===== src/design/vcnp_pkg.sv =====
// Shared types, widths and codes for the view-cone nearest-object picker.
package vcnp_pkg;

	localparam int COORD_W         = 20;
	localparam int MAG_W           = COORD_W + 1;
	localparam int FWD_W           = 16;
	localparam int RAD_W           = 20;
	localparam int COS_W           = 15;
	localparam int CFG_W           = 20;
	localparam int CFG_IDX_W       = 3;
	localparam int DOT_W           = COORD_W + 19;
	localparam int DOTM_W          = DOT_W - 1;
	localparam int HALF_W          = (DOTM_W + 1) / 2;
	localparam int DIST_W          = 2 * MAG_W + 2;
	localparam int MUL_W           = 2 * COS_W;
	localparam int PROD_W          = 2 * MUL_W;
	localparam int CMP_W           = 2 * DOTM_W;
	localparam int IDX_W           = 8;
	localparam int BDIST_W         = 2 * RAD_W;
	localparam int STEP_W          = 4;
	localparam int MAX_OBJECTS_DEF = 256;

	typedef struct packed {
		logic signed [COORD_W-1:0] obj_x;
		logic signed [COORD_W-1:0] obj_y;
		logic signed [COORD_W-1:0] obj_z;
		logic                      slot_used;
		logic                      last;
	} vcnp_obj_t;

	typedef struct packed {
		logic               found;
		logic [IDX_W-1:0]   best_index;
		logic [BDIST_W-1:0] best_dist_sq;
	} vcnp_res_t;

	typedef enum logic [CFG_IDX_W-1:0] {
		REG_CAM_X,
		REG_CAM_Y,
		REG_CAM_Z,
		REG_FWD_X,
		REG_FWD_Y,
		REG_FWD_Z,
		REG_RADIUS,
		REG_CONE_COS
	} cfg_reg_t;

	typedef enum logic [1:0] {
		S_IDLE,
		S_RUN,
		S_DRAIN,
		S_DECIDE
	} state_t;

	// Multiplier schedule, issued in this order.
	typedef enum logic [STEP_W-1:0] {
		ST_DX,
		ST_DY,
		ST_DZ,
		ST_FX,
		ST_FY,
		ST_FZ,
		ST_RR,
		ST_CC,
		ST_LHH,
		ST_LHL,
		ST_LLL,
		ST_RLO,
		ST_RHI
	} step_t;

	typedef struct packed {
		logic  vld;
		step_t step;
	} vcnp_mtag_t;

endpackage


===== src/design/vcnp_mul_unit.sv =====
// Shared unsigned multiplier with a registered product and operation tag.
module vcnp_mul_unit (
	input  logic                        clk,
	input  logic                        arst_n,
	input  vcnp_pkg::vcnp_mtag_t        tag,
	input  logic [vcnp_pkg::MUL_W-1:0]  a,
	input  logic [vcnp_pkg::MUL_W-1:0]  b,
	output vcnp_pkg::vcnp_mtag_t        tag_s1,
	output logic [vcnp_pkg::PROD_W-1:0] prod_s1
);
	import vcnp_pkg::*;

	always_ff @(posedge clk or negedge arst_n) begin
		if (!arst_n) begin
			tag_s1 <= '0;
		end else begin
			tag_s1 <= tag;
		end
	end

	always_ff @(posedge clk) begin
		if (tag.vld) begin
			prod_s1 <= PROD_W'(a) * PROD_W'(b);
		end
	end

endmodule


===== src/design/view_cone_nearest_pick.sv =====
// Top level: nearest used object inside the search radius and the view cone.
// One object at a time; the shared multiplier runs 13 products per object.
// A last object's result is registered onto res after the run, drain and decide states.
// Busy: obj_stall is high from the cycle after a transfer until the object is decided.
// Reset: config registers take their defaults, the running best is cleared, no result pending.
// Config writes are taken every cycle and must only happen while the block is idle.
module view_cone_nearest_pick #(
	parameter int MAX_OBJECTS = vcnp_pkg::MAX_OBJECTS_DEF
) (
	input  logic                           clk,
	input  logic                           arst_n,
	input  logic                           obj_valid,
	output logic                           obj_stall,
	input  vcnp_pkg::vcnp_obj_t            obj,
	output logic                           res_valid,
	input  logic                           res_stall,
	output vcnp_pkg::vcnp_res_t            res,
	input  logic                           cfg_valid,
	output logic                           cfg_ready,
	input  logic [vcnp_pkg::CFG_IDX_W-1:0] cfg_index,
	input  logic [vcnp_pkg::CFG_W-1:0]     cfg_data
);
	import vcnp_pkg::*;

	localparam int CNT_W = (MAX_OBJECTS > 1) ? $clog2(MAX_OBJECTS) : 1;

	// ---------------------------------------------------------------
	// Configuration registers
	// ---------------------------------------------------------------
	logic signed [COORD_W-1:0] cam_q [3];
	logic signed [FWD_W-1:0]   fwd_q [3];
	logic [RAD_W-1:0]          radius_q;
	logic [COS_W-1:0]          cos_q;

	assign cfg_ready = 1'b1;

	always_ff @(posedge clk or negedge arst_n) begin
		if (!arst_n) begin
			cam_q[0] <= '0;
			cam_q[1] <= '0;
			cam_q[2] <= '0;
			fwd_q[0] <= '0;
			fwd_q[1] <= '0;
			fwd_q[2] <= FWD_W'(16384);
			radius_q <= RAD_W'(2560);
			cos_q    <= COS_W'(15565);
		end else if (cfg_valid && cfg_ready) begin
			case (cfg_reg_t'(cfg_index))
				REG_CAM_X:    cam_q[0] <= cfg_data[COORD_W-1:0];
				REG_CAM_Y:    cam_q[1] <= cfg_data[COORD_W-1:0];
				REG_CAM_Z:    cam_q[2] <= cfg_data[COORD_W-1:0];
				REG_FWD_X:    fwd_q[0] <= cfg_data[FWD_W-1:0];
				REG_FWD_Y:    fwd_q[1] <= cfg_data[FWD_W-1:0];
				REG_FWD_Z:    fwd_q[2] <= cfg_data[FWD_W-1:0];
				REG_RADIUS:   radius_q <= cfg_data[RAD_W-1:0];
				REG_CONE_COS: cos_q    <= cfg_data[COS_W-1:0];
				default:      ;
			endcase
		end
	end

	// ---------------------------------------------------------------
	// Sequencer
	// ---------------------------------------------------------------
	state_t state_q, state_d;
	step_t  step_q;
	logic   obj_xfer;
	logic   issue;
	logic   decide_go;
	logic   res_xfer;
	logic   res_valid_q;
	logic   last_q;

	assign obj_xfer = obj_valid && !obj_stall;
	assign res_xfer = res_valid_q && !res_stall;

	always_comb begin
		state_d = state_q;
		case (state_q)
			S_IDLE:   if (obj_xfer) state_d = S_RUN;
			S_RUN:    if (step_q == ST_RHI) state_d = S_DRAIN;
			S_DRAIN:  state_d = S_DECIDE;
			S_DECIDE: if (decide_go) state_d = S_IDLE;
			default:  state_d = S_IDLE;
		endcase
	end

	always_comb begin
		obj_stall = (state_q != S_IDLE);
		issue     = (state_q == S_RUN);
		// hold the decision of a last object while the previous result is still waiting
		decide_go = (state_q == S_DECIDE) && !(last_q && res_valid_q && res_stall);
	end

	always_ff @(posedge clk or negedge arst_n) begin
		if (!arst_n) begin
			state_q <= S_IDLE;
			step_q  <= ST_DX;
		end else begin
			state_q <= state_d;
			if (obj_xfer) begin
				step_q <= ST_DX;
			end else if (issue && step_q != ST_RHI) begin
				step_q <= step_t'(STEP_W'(step_q) + STEP_W'(1));
			end
		end
	end

	// ---------------------------------------------------------------
	// Object capture: offsets from the camera, split into sign and magnitude
	// ---------------------------------------------------------------
	logic signed [COORD_W-1:0] objc [3];
	logic signed [MAG_W-1:0]   diff [3];
	logic [MAG_W-1:0]          dmag [3];
	logic [FWD_W-1:0]          fmag [3];

	logic [MAG_W-1:0] mag_q  [3];
	logic             dsgn_q [3];
	logic [FWD_W-1:0] fmag_q [3];
	logic             fsgn_q [3];
	logic             used_q;

	assign objc[0] = obj.obj_x;
	assign objc[1] = obj.obj_y;
	assign objc[2] = obj.obj_z;

	always_comb begin
		for (int i = 0; i < 3; i++) begin
			diff[i] = MAG_W'(objc[i]) - MAG_W'(cam_q[i]);
			dmag[i] = diff[i][MAG_W-1] ? MAG_W'(-diff[i]) : MAG_W'(diff[i]);
			fmag[i] = fwd_q[i][FWD_W-1] ? FWD_W'(-fwd_q[i]) : FWD_W'(fwd_q[i]);
		end
	end

	always_ff @(posedge clk) begin
		if (obj_xfer) begin
			for (int i = 0; i < 3; i++) begin
				mag_q[i]  <= dmag[i];
				dsgn_q[i] <= diff[i][MAG_W-1];
				fmag_q[i] <= fmag[i];
				fsgn_q[i] <= fwd_q[i][FWD_W-1];
			end
			used_q <= obj.slot_used;
			last_q <= obj.last;
		end
	end

	// ---------------------------------------------------------------
	// Operand select for the shared multiplier
	// ---------------------------------------------------------------
	logic [DIST_W-1:0]  dist_q;
	logic [DOT_W-1:0]   dot_q;
	logic [BDIST_W-1:0] rr_q;
	logic [MUL_W-1:0]   c2_q;
	logic [CMP_W-1:0]   lhs_q;
	logic [CMP_W-1:0]   rhs_q;

	logic [MUL_W-1:0]    op_a;
	logic [MUL_W-1:0]    op_b;
	vcnp_mtag_t          mtag;
	vcnp_mtag_t          mtag_s1;
	logic [PROD_W-1:0]   prod_s1;

	always_comb begin
		op_a = '0;
		op_b = '0;
		case (step_q)
			ST_DX:  begin op_a = MUL_W'(mag_q[0]); op_b = MUL_W'(mag_q[0]); end
			ST_DY:  begin op_a = MUL_W'(mag_q[1]); op_b = MUL_W'(mag_q[1]); end
			ST_DZ:  begin op_a = MUL_W'(mag_q[2]); op_b = MUL_W'(mag_q[2]); end
			ST_FX:  begin op_a = MUL_W'(fmag_q[0]); op_b = MUL_W'(mag_q[0]); end
			ST_FY:  begin op_a = MUL_W'(fmag_q[1]); op_b = MUL_W'(mag_q[1]); end
			ST_FZ:  begin op_a = MUL_W'(fmag_q[2]); op_b = MUL_W'(mag_q[2]); end
			ST_RR:  begin op_a = MUL_W'(radius_q); op_b = MUL_W'(radius_q); end
			ST_CC:  begin op_a = MUL_W'(cos_q); op_b = MUL_W'(cos_q); end
			// square of the dot product in halves; only meaningful when it is positive
			ST_LHH: begin
				op_a = MUL_W'(dot_q[DOTM_W-1:HALF_W]);
				op_b = MUL_W'(dot_q[DOTM_W-1:HALF_W]);
			end
			ST_LHL: begin
				op_a = MUL_W'(dot_q[DOTM_W-1:HALF_W]);
				op_b = MUL_W'(dot_q[HALF_W-1:0]);
			end
			ST_LLL: begin
				op_a = MUL_W'(dot_q[HALF_W-1:0]);
				op_b = MUL_W'(dot_q[HALF_W-1:0]);
			end
			// cosine squared times distance squared, in two halves of the distance
			ST_RLO: begin op_a = c2_q; op_b = MUL_W'(dist_q[RAD_W-1:0]); end
			ST_RHI: begin op_a = c2_q; op_b = MUL_W'(dist_q[BDIST_W-1:RAD_W]); end
			default: ;
		endcase
		mtag.vld  = issue;
		mtag.step = step_q;
	end

	vcnp_mul_unit u_mul (
		.clk     (clk),
		.arst_n  (arst_n),
		.tag     (mtag),
		.a       (op_a),
		.b       (op_b),
		.tag_s1  (mtag_s1),
		.prod_s1 (prod_s1)
	);

	// ---------------------------------------------------------------
	// Accumulate the registered products
	// ---------------------------------------------------------------
	always_ff @(posedge clk) begin
		if (obj_xfer) begin
			dist_q <= '0;
			dot_q  <= '0;
			lhs_q  <= '0;
			rhs_q  <= '0;
		end else if (mtag_s1.vld) begin
			case (mtag_s1.step)
				ST_DX, ST_DY, ST_DZ: dist_q <= dist_q + prod_s1[DIST_W-1:0];
				ST_FX: dot_q <= (fsgn_q[0] ^ dsgn_q[0]) ? dot_q - prod_s1[DOT_W-1:0]
				                                        : dot_q + prod_s1[DOT_W-1:0];
				ST_FY: dot_q <= (fsgn_q[1] ^ dsgn_q[1]) ? dot_q - prod_s1[DOT_W-1:0]
				                                        : dot_q + prod_s1[DOT_W-1:0];
				ST_FZ: dot_q <= (fsgn_q[2] ^ dsgn_q[2]) ? dot_q - prod_s1[DOT_W-1:0]
				                                        : dot_q + prod_s1[DOT_W-1:0];
				ST_RR:  rr_q  <= prod_s1[BDIST_W-1:0];
				ST_CC:  c2_q  <= prod_s1[MUL_W-1:0];
				ST_LHH: lhs_q <= lhs_q + (CMP_W'(prod_s1) << (2 * HALF_W));
				ST_LHL: lhs_q <= lhs_q + (CMP_W'(prod_s1) << (HALF_W + 1));
				ST_LLL: lhs_q <= lhs_q + CMP_W'(prod_s1);
				ST_RLO: rhs_q <= rhs_q + CMP_W'(prod_s1);
				ST_RHI: rhs_q <= rhs_q + (CMP_W'(prod_s1) << RAD_W);
				default: ;
			endcase
		end
	end

	// ---------------------------------------------------------------
	// Decide: candidate tests, running best, result register
	// ---------------------------------------------------------------
	logic               have_q;
	logic [CNT_W-1:0]   pos_q;
	logic [CNT_W-1:0]   cnt_q;
	logic [BDIST_W-1:0] best_q;
	logic               cand;
	logic               take;
	logic               have_d;
	logic [CNT_W-1:0]   pos_d;
	logic [BDIST_W-1:0] best_d;
	vcnp_res_t          res_q;

	always_comb begin
		// unused slot, zero offset, outside the radius, behind the camera or outside the cone: drop
		cand = used_q && (dist_q != '0) && (dist_q <= DIST_W'(rr_q))
		    && !dot_q[DOT_W-1] && (dot_q != '0) && (lhs_q > rhs_q);
		// strict less-than keeps the earlier object on a tie
		take   = cand && (!have_q || dist_q[BDIST_W-1:0] < best_q);
		have_d = have_q || take;
		pos_d  = take ? cnt_q : pos_q;
		best_d = take ? dist_q[BDIST_W-1:0] : best_q;
	end

	always_ff @(posedge clk or negedge arst_n) begin
		if (!arst_n) begin
			have_q      <= 1'b0;
			pos_q       <= '0;
			cnt_q       <= '0;
			best_q      <= '1;
			res_valid_q <= 1'b0;
		end else begin
			// a new result replaces the one that transfers at this edge
			if (decide_go && last_q) begin
				res_valid_q <= 1'b1;
			end else if (res_xfer) begin
				res_valid_q <= 1'b0;
			end
			if (decide_go) begin
				if (last_q) begin
					have_q <= 1'b0;
					pos_q  <= '0;
					cnt_q  <= '0;
					best_q <= '1;
				end else begin
					have_q <= have_d;
					pos_q  <= pos_d;
					best_q <= best_d;
					cnt_q  <= (cnt_q == CNT_W'(MAX_OBJECTS - 1)) ? '0 : cnt_q + CNT_W'(1);
				end
			end
		end
	end

	always_ff @(posedge clk) begin
		if (decide_go && last_q) begin
			res_q.found        <= have_d;
			res_q.best_index   <= have_d ? IDX_W'(pos_d) : '0;
			res_q.best_dist_sq <= have_d ? best_d : '0;
		end
	end

	assign res_valid = res_valid_q;
	assign res       = res_q;

endmodule


===== config.mk =====
export PLATFORM = sky130hd
export DESIGN_NAME = view_cone_nearest_pick
export DESIGN_NICKNAME = d
export VERILOG_FILES = /design/src/design/vcnp_pkg.sv /design/src/design/vcnp_mul_unit.sv /design/src/design/view_cone_nearest_pick.sv
export SDC_FILE = /design/constraint.sdc
export NUM_CORES = 2
export LEC_CHECK = 0
export ABC_AREA = 1
export BUFFER_PORTS_ARGS = -buffer_cell sky130_fd_sc_hd__buf_2
export CAP_MARGIN = 30
export CORE_MARGIN = 1
export CORE_UTILIZATION = 40
export DETAILED_ROUTE_END_ITERATION = 6
export PLACE_DENSITY = 0.66
export SLEW_MARGIN = 40
export SYNTH_ARGS = -nofsm -noshare
export SYNTH_HDL_FRONTEND = slang
export SYNTH_SLANG_ARGS = --single-unit

===== constraint.sdc =====
create_clock -name clk -period 8.46 [get_ports clk]
set_input_delay 1.692 -clock clk [delete_from_list [all_inputs] [get_ports clk]]
set_output_delay 1.692 -clock clk [all_outputs]
set_load 0.05 [all_outputs]

* Yosys cells after proc, flatten, opt, wreduce, memory -nomap -nowiden *
Memory sizes are Yosys's and may differ from the RTL's.
Cells that the tools add are included.

word-level totals
  word-level logic and storage cells = 184
  bits in registers = 628
  memory bits (writable) = 117
  output and inout bits = 52
  input port bits = 90
  memories = 4

memories
  name    depth  width  rd ports  clocked after memory_dff  wr ports  line                           source
  mag_q   3      21     3         0                         3         view_cone_nearest_pick.sv:117  logic [MAG_W-1:0] mag_q [3];
  fmag_q  3      16     3         0                         3         view_cone_nearest_pick.sv:119  logic [FWD_W-1:0] fmag_q [3];
  dsgn_q  3      1      3         0                         3         view_cone_nearest_pick.sv:118  logic dsgn_q [3];
  fsgn_q  3      1      3         0                         3         view_cone_nearest_pick.sv:120  logic fsgn_q [3];

operators by class
  mux-type cells = 31
  bitwise logic cells = 4
  eq/ne operators = 39
  multipliers = 1
  add/subtract/negate cells = 19
  reduce and logical (&&, ||, !) cells = 54
  $lt $le $gt $ge = 3

operator list
  operator                                    number
  case mux 30 bit (11 select lines)           1
  adder 76 bit                                3
  case mux 76 bit (3 select lines)            1
  case mux 21 bit (9 select lines)            1
  adder 76 x 60 -> 76 bit                     2
  case mux 76 bit (2 select lines)            1
  2-to-1 mux 39 bit                           3
  case mux 39 bit (3 select lines)            1
  2-to-1 mux 40 bit                           2
  greater-than comparator 76 bit              1
  2-to-1 mux 21 bit                           3
  negation 21 bit                             3
  subtractor 20 x 20 -> 21 bit                3
  multiplier 30 x 21 -> 51 bit                1
  2-to-1 mux 16 bit                           3
  negation 16 bit                             3
  adder 44 bit                                1
  <= comparator 44 x 40 -> 1 bit              1
  nonzero test 44 bit                         1
  equality test 4 bit, second input constant  10
  < comparator 40 bit                         1
  adder 39 bit                                1
  nonzero test 39 bit                         1
  subtractor 39 bit                           1
  33 further kinds                            102

* Logic depth before layout (Yosys ltp) *
  depth in word-level cells = 9
  gate-level depth with buffers = 41
  mapped depth without buffers = 38

* Modules after synthesis *
Synthesis repeated with hierarchy kept, for this count alone.

second synthesis, totals
  cell total of the unflattened synthesis = 15,886
  area total of the unflattened synthesis = 103,588.1 sq um

by module, submodules not included
  module                  cells an instance  instances  seq. area each (sq um)  area each (sq um)
  view_cone_nearest_pick  11,300             1          17,096.4                69,271.4
  vcnp_mul_unit           4,586              1          1,926.8                 34,316.7

* Worst setup path after synthesis *
No wires, ideal clock.

  kind = input-to-reg
  start = input port obj_valid
  end = register c2_q[0], enable pin
  stages on the path = 4
  setup time = 0.829 ns
  slack = -0.155 ns
  buffers on the path = 1
  arrival time = 7.786 ns
  required time = 7.631 ns
  path through = nand2_1 -> inv_2 -> buf_1 -> nor4_1

between the ends
  longest elaborated chain between the ends = 3

RTL lines
  element                        line                           source
  from (decl)                    view_cone_nearest_pick.sv:12   input logic obj_valid,
  logical AND 1 bit              view_cone_nearest_pick.sv:74   assign obj_xfer = obj_valid && !obj_stall;
  named net obj_xfer             view_cone_nearest_pick.sv:67   logic obj_xfer;
  inverter 1 bit (no line)       --
  AND reduction 3 bit (no line)  --
  to (signal assigned)           view_cone_nearest_pick.sv:227  ST_CC: c2_q <= prod_s1[MUL_W-1:0];
  to (decl)                      view_cone_nearest_pick.sv:154  logic [MUL_W-1:0] c2_q;

The timed path passes the listed nets, and every way through them passes these cells.
A chain may end at the register's enable or synchronous reset.

* Final worst setup path *
  start = register step_q[0]
  end = register u_mul.prod_s1[43] (netlist name) (data pin)

between the ends
  longest elaborated chain between the ends = 4
  elaborated cells on any way between the ends = 22
  classes of those cells = mul (1); eq/ne (12); mux (2); reduce/logical (7)

RTL lines
  element                                                                                       line                           source
  from (decl)                                                                                   view_cone_nearest_pick.sv:66   step_t step_q;
  from (signal assigned)                                                                        view_cone_nearest_pick.sv:104  step_q <= step_t'(STEP_W'(step_q) + STEP_W'(1));
  equality test 4 bit, or another cell as far along                                             view_cone_nearest_pick.sv:167  case (step_q)
  OR reduction 2 bit (no line)                                                                  --
  case mux 30 bit (11 select lines) / case mux 21 bit (9 select lines) (equally long branches)  view_cone_nearest_pick.sv:167
  multiplier 30 x 21 -> 51 bit (*)                                                              vcnp_mul_unit.sv:23            prod_s1 <= PROD_W'(a) * PROD_W'(b);
  to (signal assigned)                                                                          vcnp_mul_unit.sv:23
  to (decl)                                                                                     vcnp_mul_unit.sv:9             output logic [vcnp_pkg::PROD_W-1:0] prod_s1

Every way passes the cells marked *; elsewhere a longest branch is shown, timed or not.

==> impl_metrics.yaml <==
yosys:
  synth_edf_count: 289
  yosys.area.top_type: "nand2_1"
  yosysWarnings: 0
  synth_xor_area_share_pct: 2.27
  synthAdderAreaFrac_pct: 22.4
  synth_top_cell_area_share_pct: 14.2
  yosysSeqAreaShare_pct: 20.8
  syn_inst: 13600
  synthSimpleGateAreaFrac_pct: 28.2
  synthTopCellsByArea: "nand2_1 (14%), fa_1 (12%), ha_1 (10%), inv_1 (10%), edfxtp_1 (9.6%)"
  ys_seq_elements: 736
  synth_top_family_by_area: "simple AND/OR/NAND/NOR gates"
  synth_compound_gate_area_share_pct: 14.3
  async_flop_share_pct: 28.8
  synth_cell_types: 63
  synth.avg_cell_area_um2: 6.61
  synthFlopType: "edfxtp_1"
  syn_area_um2: 90100
  muxShareOfSynthArea_pct: 0
worst_setup_path:
  crit_type: "reg2reg"
  reg2reg_slack_ns: 0.19
  reg2reg_to: "u_mul.prod_s1[43]$_DFFE_PP_"
  reg2reg_depth: 29
  crit_top_cell: "fa_1"
  end_kind: "register"
  cpPeakStageDelay_ns: 0.67
  crit_slowest_cell: "a21oi_1"
  crit_path_max_fanout: 8
  critPathArrivalTime_ns: 8.81
  r2r_start: "step_q[0]$_DFFE_PN0P_"
  required_ns: 9.00
  start_kind: "register"
clocking:
  cts_tree: "yes"
  htree_levels: 3
  cts_num_sinks: 736
  clk_path_buf_depth: 3
  numCtsBuffers: 93
  hold_buffers: 0
  insertion_delay_ns: 0.81
  clkTransAtPathRegs_ns: 0.06
  root_buffer: "clkbuf_16"
layout:
  most-common-layout-cells: "nand2_1 (3387), inv_1 (2472), nor2_1 (1476)"
  fin_nets: 15400
  final_common_cell: "nand2_1"
  layout-drive-gt1-share_pct: 7.29
  fin_area_um2: 101000
  area_growth_pct: 12.0
  final_cells: 17100
global_route:
  antenna_found_initial: 33
  grt_max_degree: 88
  grt_usage_pct: 35.3
  busiest_layer: "met2"
  grt_pass1_wl_mm: 594
  met3_usage_pct: 7.64
  overflow: 0
  grt_pass1_vias: 90200
  met2_usage_pct: 54.2
  grtUsageMet1_pct: 43.1
sta:
  slew_violations: 0
  min_period_ns: 8.27
  setup_viol: 0
  period_share_pct: 97.8
  hold_viol_final: 0
  max_slew_margin_pct: 37.7
  fmax_mhz: 121
  fin_skew_ns: 0.0874
  tightest_slew_ns: 0.934
  rsz0062_at_grt: "yes"
  final.setup.worst_slack_ns: 0.188
  holdWs_ns: 0.465
place:
  port_buffers: 140
  place_area_um2: 96900
  dp_slack_ns: -0.228
  hpwl_mm: 331
  gp_congestion: 1.13
  dp.cells: 16900
run_status:
  violations: "DRC"
  status: "finished, violations left"
die:
  die_x_um: 477
  core_um2: 223000
  die_y_um: 477
  io_pins: 142
  rows: 173
  start_util_pct: 40.4
  die-area_um2: 227000
min_path:
  min_to: "c2_q[23]$_DFFE_PP_"
  hold_depth: 0
  hold_path_class: "reg2reg"
  hold_start: "u_mul.prod_s1[23]$_DFFE_PP_"
routing:
  drt-initial-drc-count: 10600
  drt.antenna.violating_nets: 0
  dr.pass1.iters: 7
  post_drt_wl_per_cell_um: 24.0
  routed_via_density: 5.55
  vias: 95000
  drc: 1
  drt_wl_total_mm: 411
job:
  max-cap-violations: 0
## through the flow
step | setup TNS [ns] | util (%)
global route | -0.147 | 45.2
global placement | -1.48 | 43.4
CTS | -0.00758 | 44.9
floorplan | 0 | -
detailed placement | -1.30 | 43.4
finish | 0 | 45.2
## per-layer routing
layer / vias up / wire [um] / share of wire (%)
li1: 44500 / - / -
met1: 44400 / 158000 / 38
met2: 4802 / 176000 / 43
met3: 1263 / 39900 / 9.7
met4: 14 / 37600 / 9.1
met5: - / 99 / 0.024
## flip-flops by register name (all words and copies together) (netlist names), 44 cells and up
name           flops
u_mul.prod_s1     51
fwd_q             48
fmag_q            48
mag_q             63
res               49
cam_q             60
lhs_q             76
rhs_q             76
dist_q            44
## final cells by class
class / count / area (um2)
Fill cell: 23700 / 122000
Multi-Input combinational cell: 10100 / 61200
Sequential cell: 736 / 18800
Inverter: 2529 / 9570
Timing Repair Buffer: 599 / 4410
Tap cell: 2975 / 3720
Clock buffer: 130 / 2590
Clock inverter: 44 / 542
Antenna cell: 23 / 57.6
Timing Repair inverter: 1 / 5.00
## synthesized netlist by cell type (7+ instances only)
cell      count
o211ai_1     45
and3_1       13
dfxtp_1     235
a21boi_0     25
inv_1      2486
nand2_1    3406
fa_1        540
a21oi_1    1063
nor2_1     1500
nand3b_1     42
clkbuf_1    195
a22oi_1       8
a211oi_1     12
nor3_1      170
o21bai_1     60
buf_4        12
buf_2        80
ha_1        752
nand4_1     224
nor4_1       37
o21ai_0     907
xnor2_1      73
inv_2        37
or2_2        40
xor2_1      160
o22ai_1      42
o21ai_1      10
a221oi_1     29
dfstp_2      52
a22o_1        9
a31oi_1      54
dfrtp_1     160
buf_1         8
a21o_1       34
o21a_1       43
and2_1       15
nand3_1     685
nor4_4        7
edfxtp_1    289
## critical path, delay by kind of cell (launching register included)
family	cells	cell delay (ns)
and+or+nand+nor	4	0.56
adders and majority gates	9	4.12
xor gates and xnor gates	1	0.15
buffers and inverters	9	1.05
DFF	1	0.45
AOI/OAI and AO/OA	6	1.68
## cell families (layout without fill, tap and decap cells)
| group | Yosys count | count (layout) |
|---|---|---|
| xor+xnor | 233 | 233 |
| simple gates | 6159 | 6159 |
| flops | 736 | 736 |
| fa+ha+maj | 1292 | 1292 |
| other cells | 2 | 33 |
| compound gates | 2377 | 2377 |
| buf+inv | 2824 | 3303 |
## how the worst max path moves through the flow
stage | slack (ns) | start | cells past startpoint | endpoint
after detailed placement | -0.23 | step_q[0]$_DFFE_PN0P_ | 31 | u_mul.prod_s1[40]$_DFFE_PP_
after CTS | -0.005 | step_q[0]$_DFFE_PN0P_ | 38 | u_mul.prod_s1[41]$_DFFE_PP_
after global routing | -0.06 | step_q[0]$_DFFE_PN0P_ | 36 | u_mul.prod_s1[49]$_DFFE_PP_
after global placement | -0.21 | step_q[0]$_DFFE_PN0P_ | 31 | u_mul.prod_s1[40]$_DFFE_PP_
after floorplan | 0.81 | step_q[0]$_DFFE_PN0P_ | 32 | u_mul.prod_s1[40]$_DFFE_PP_
final | 0.19 | step_q[0]$_DFFE_PN0P_ | 29 | u_mul.prod_s1[43]$_DFFE_PP_
## timing repair
item	CTS	global route
gates resized for setup	9	146
gates cloned	0	1
pin swaps	0	23
endpoints found under the setup margin	18	33
buffers inserted	0	26
Power is left out: the tool's default activity adds up to more than one toggle a clock period on the data nets, which glitch-free logic cannot reach.
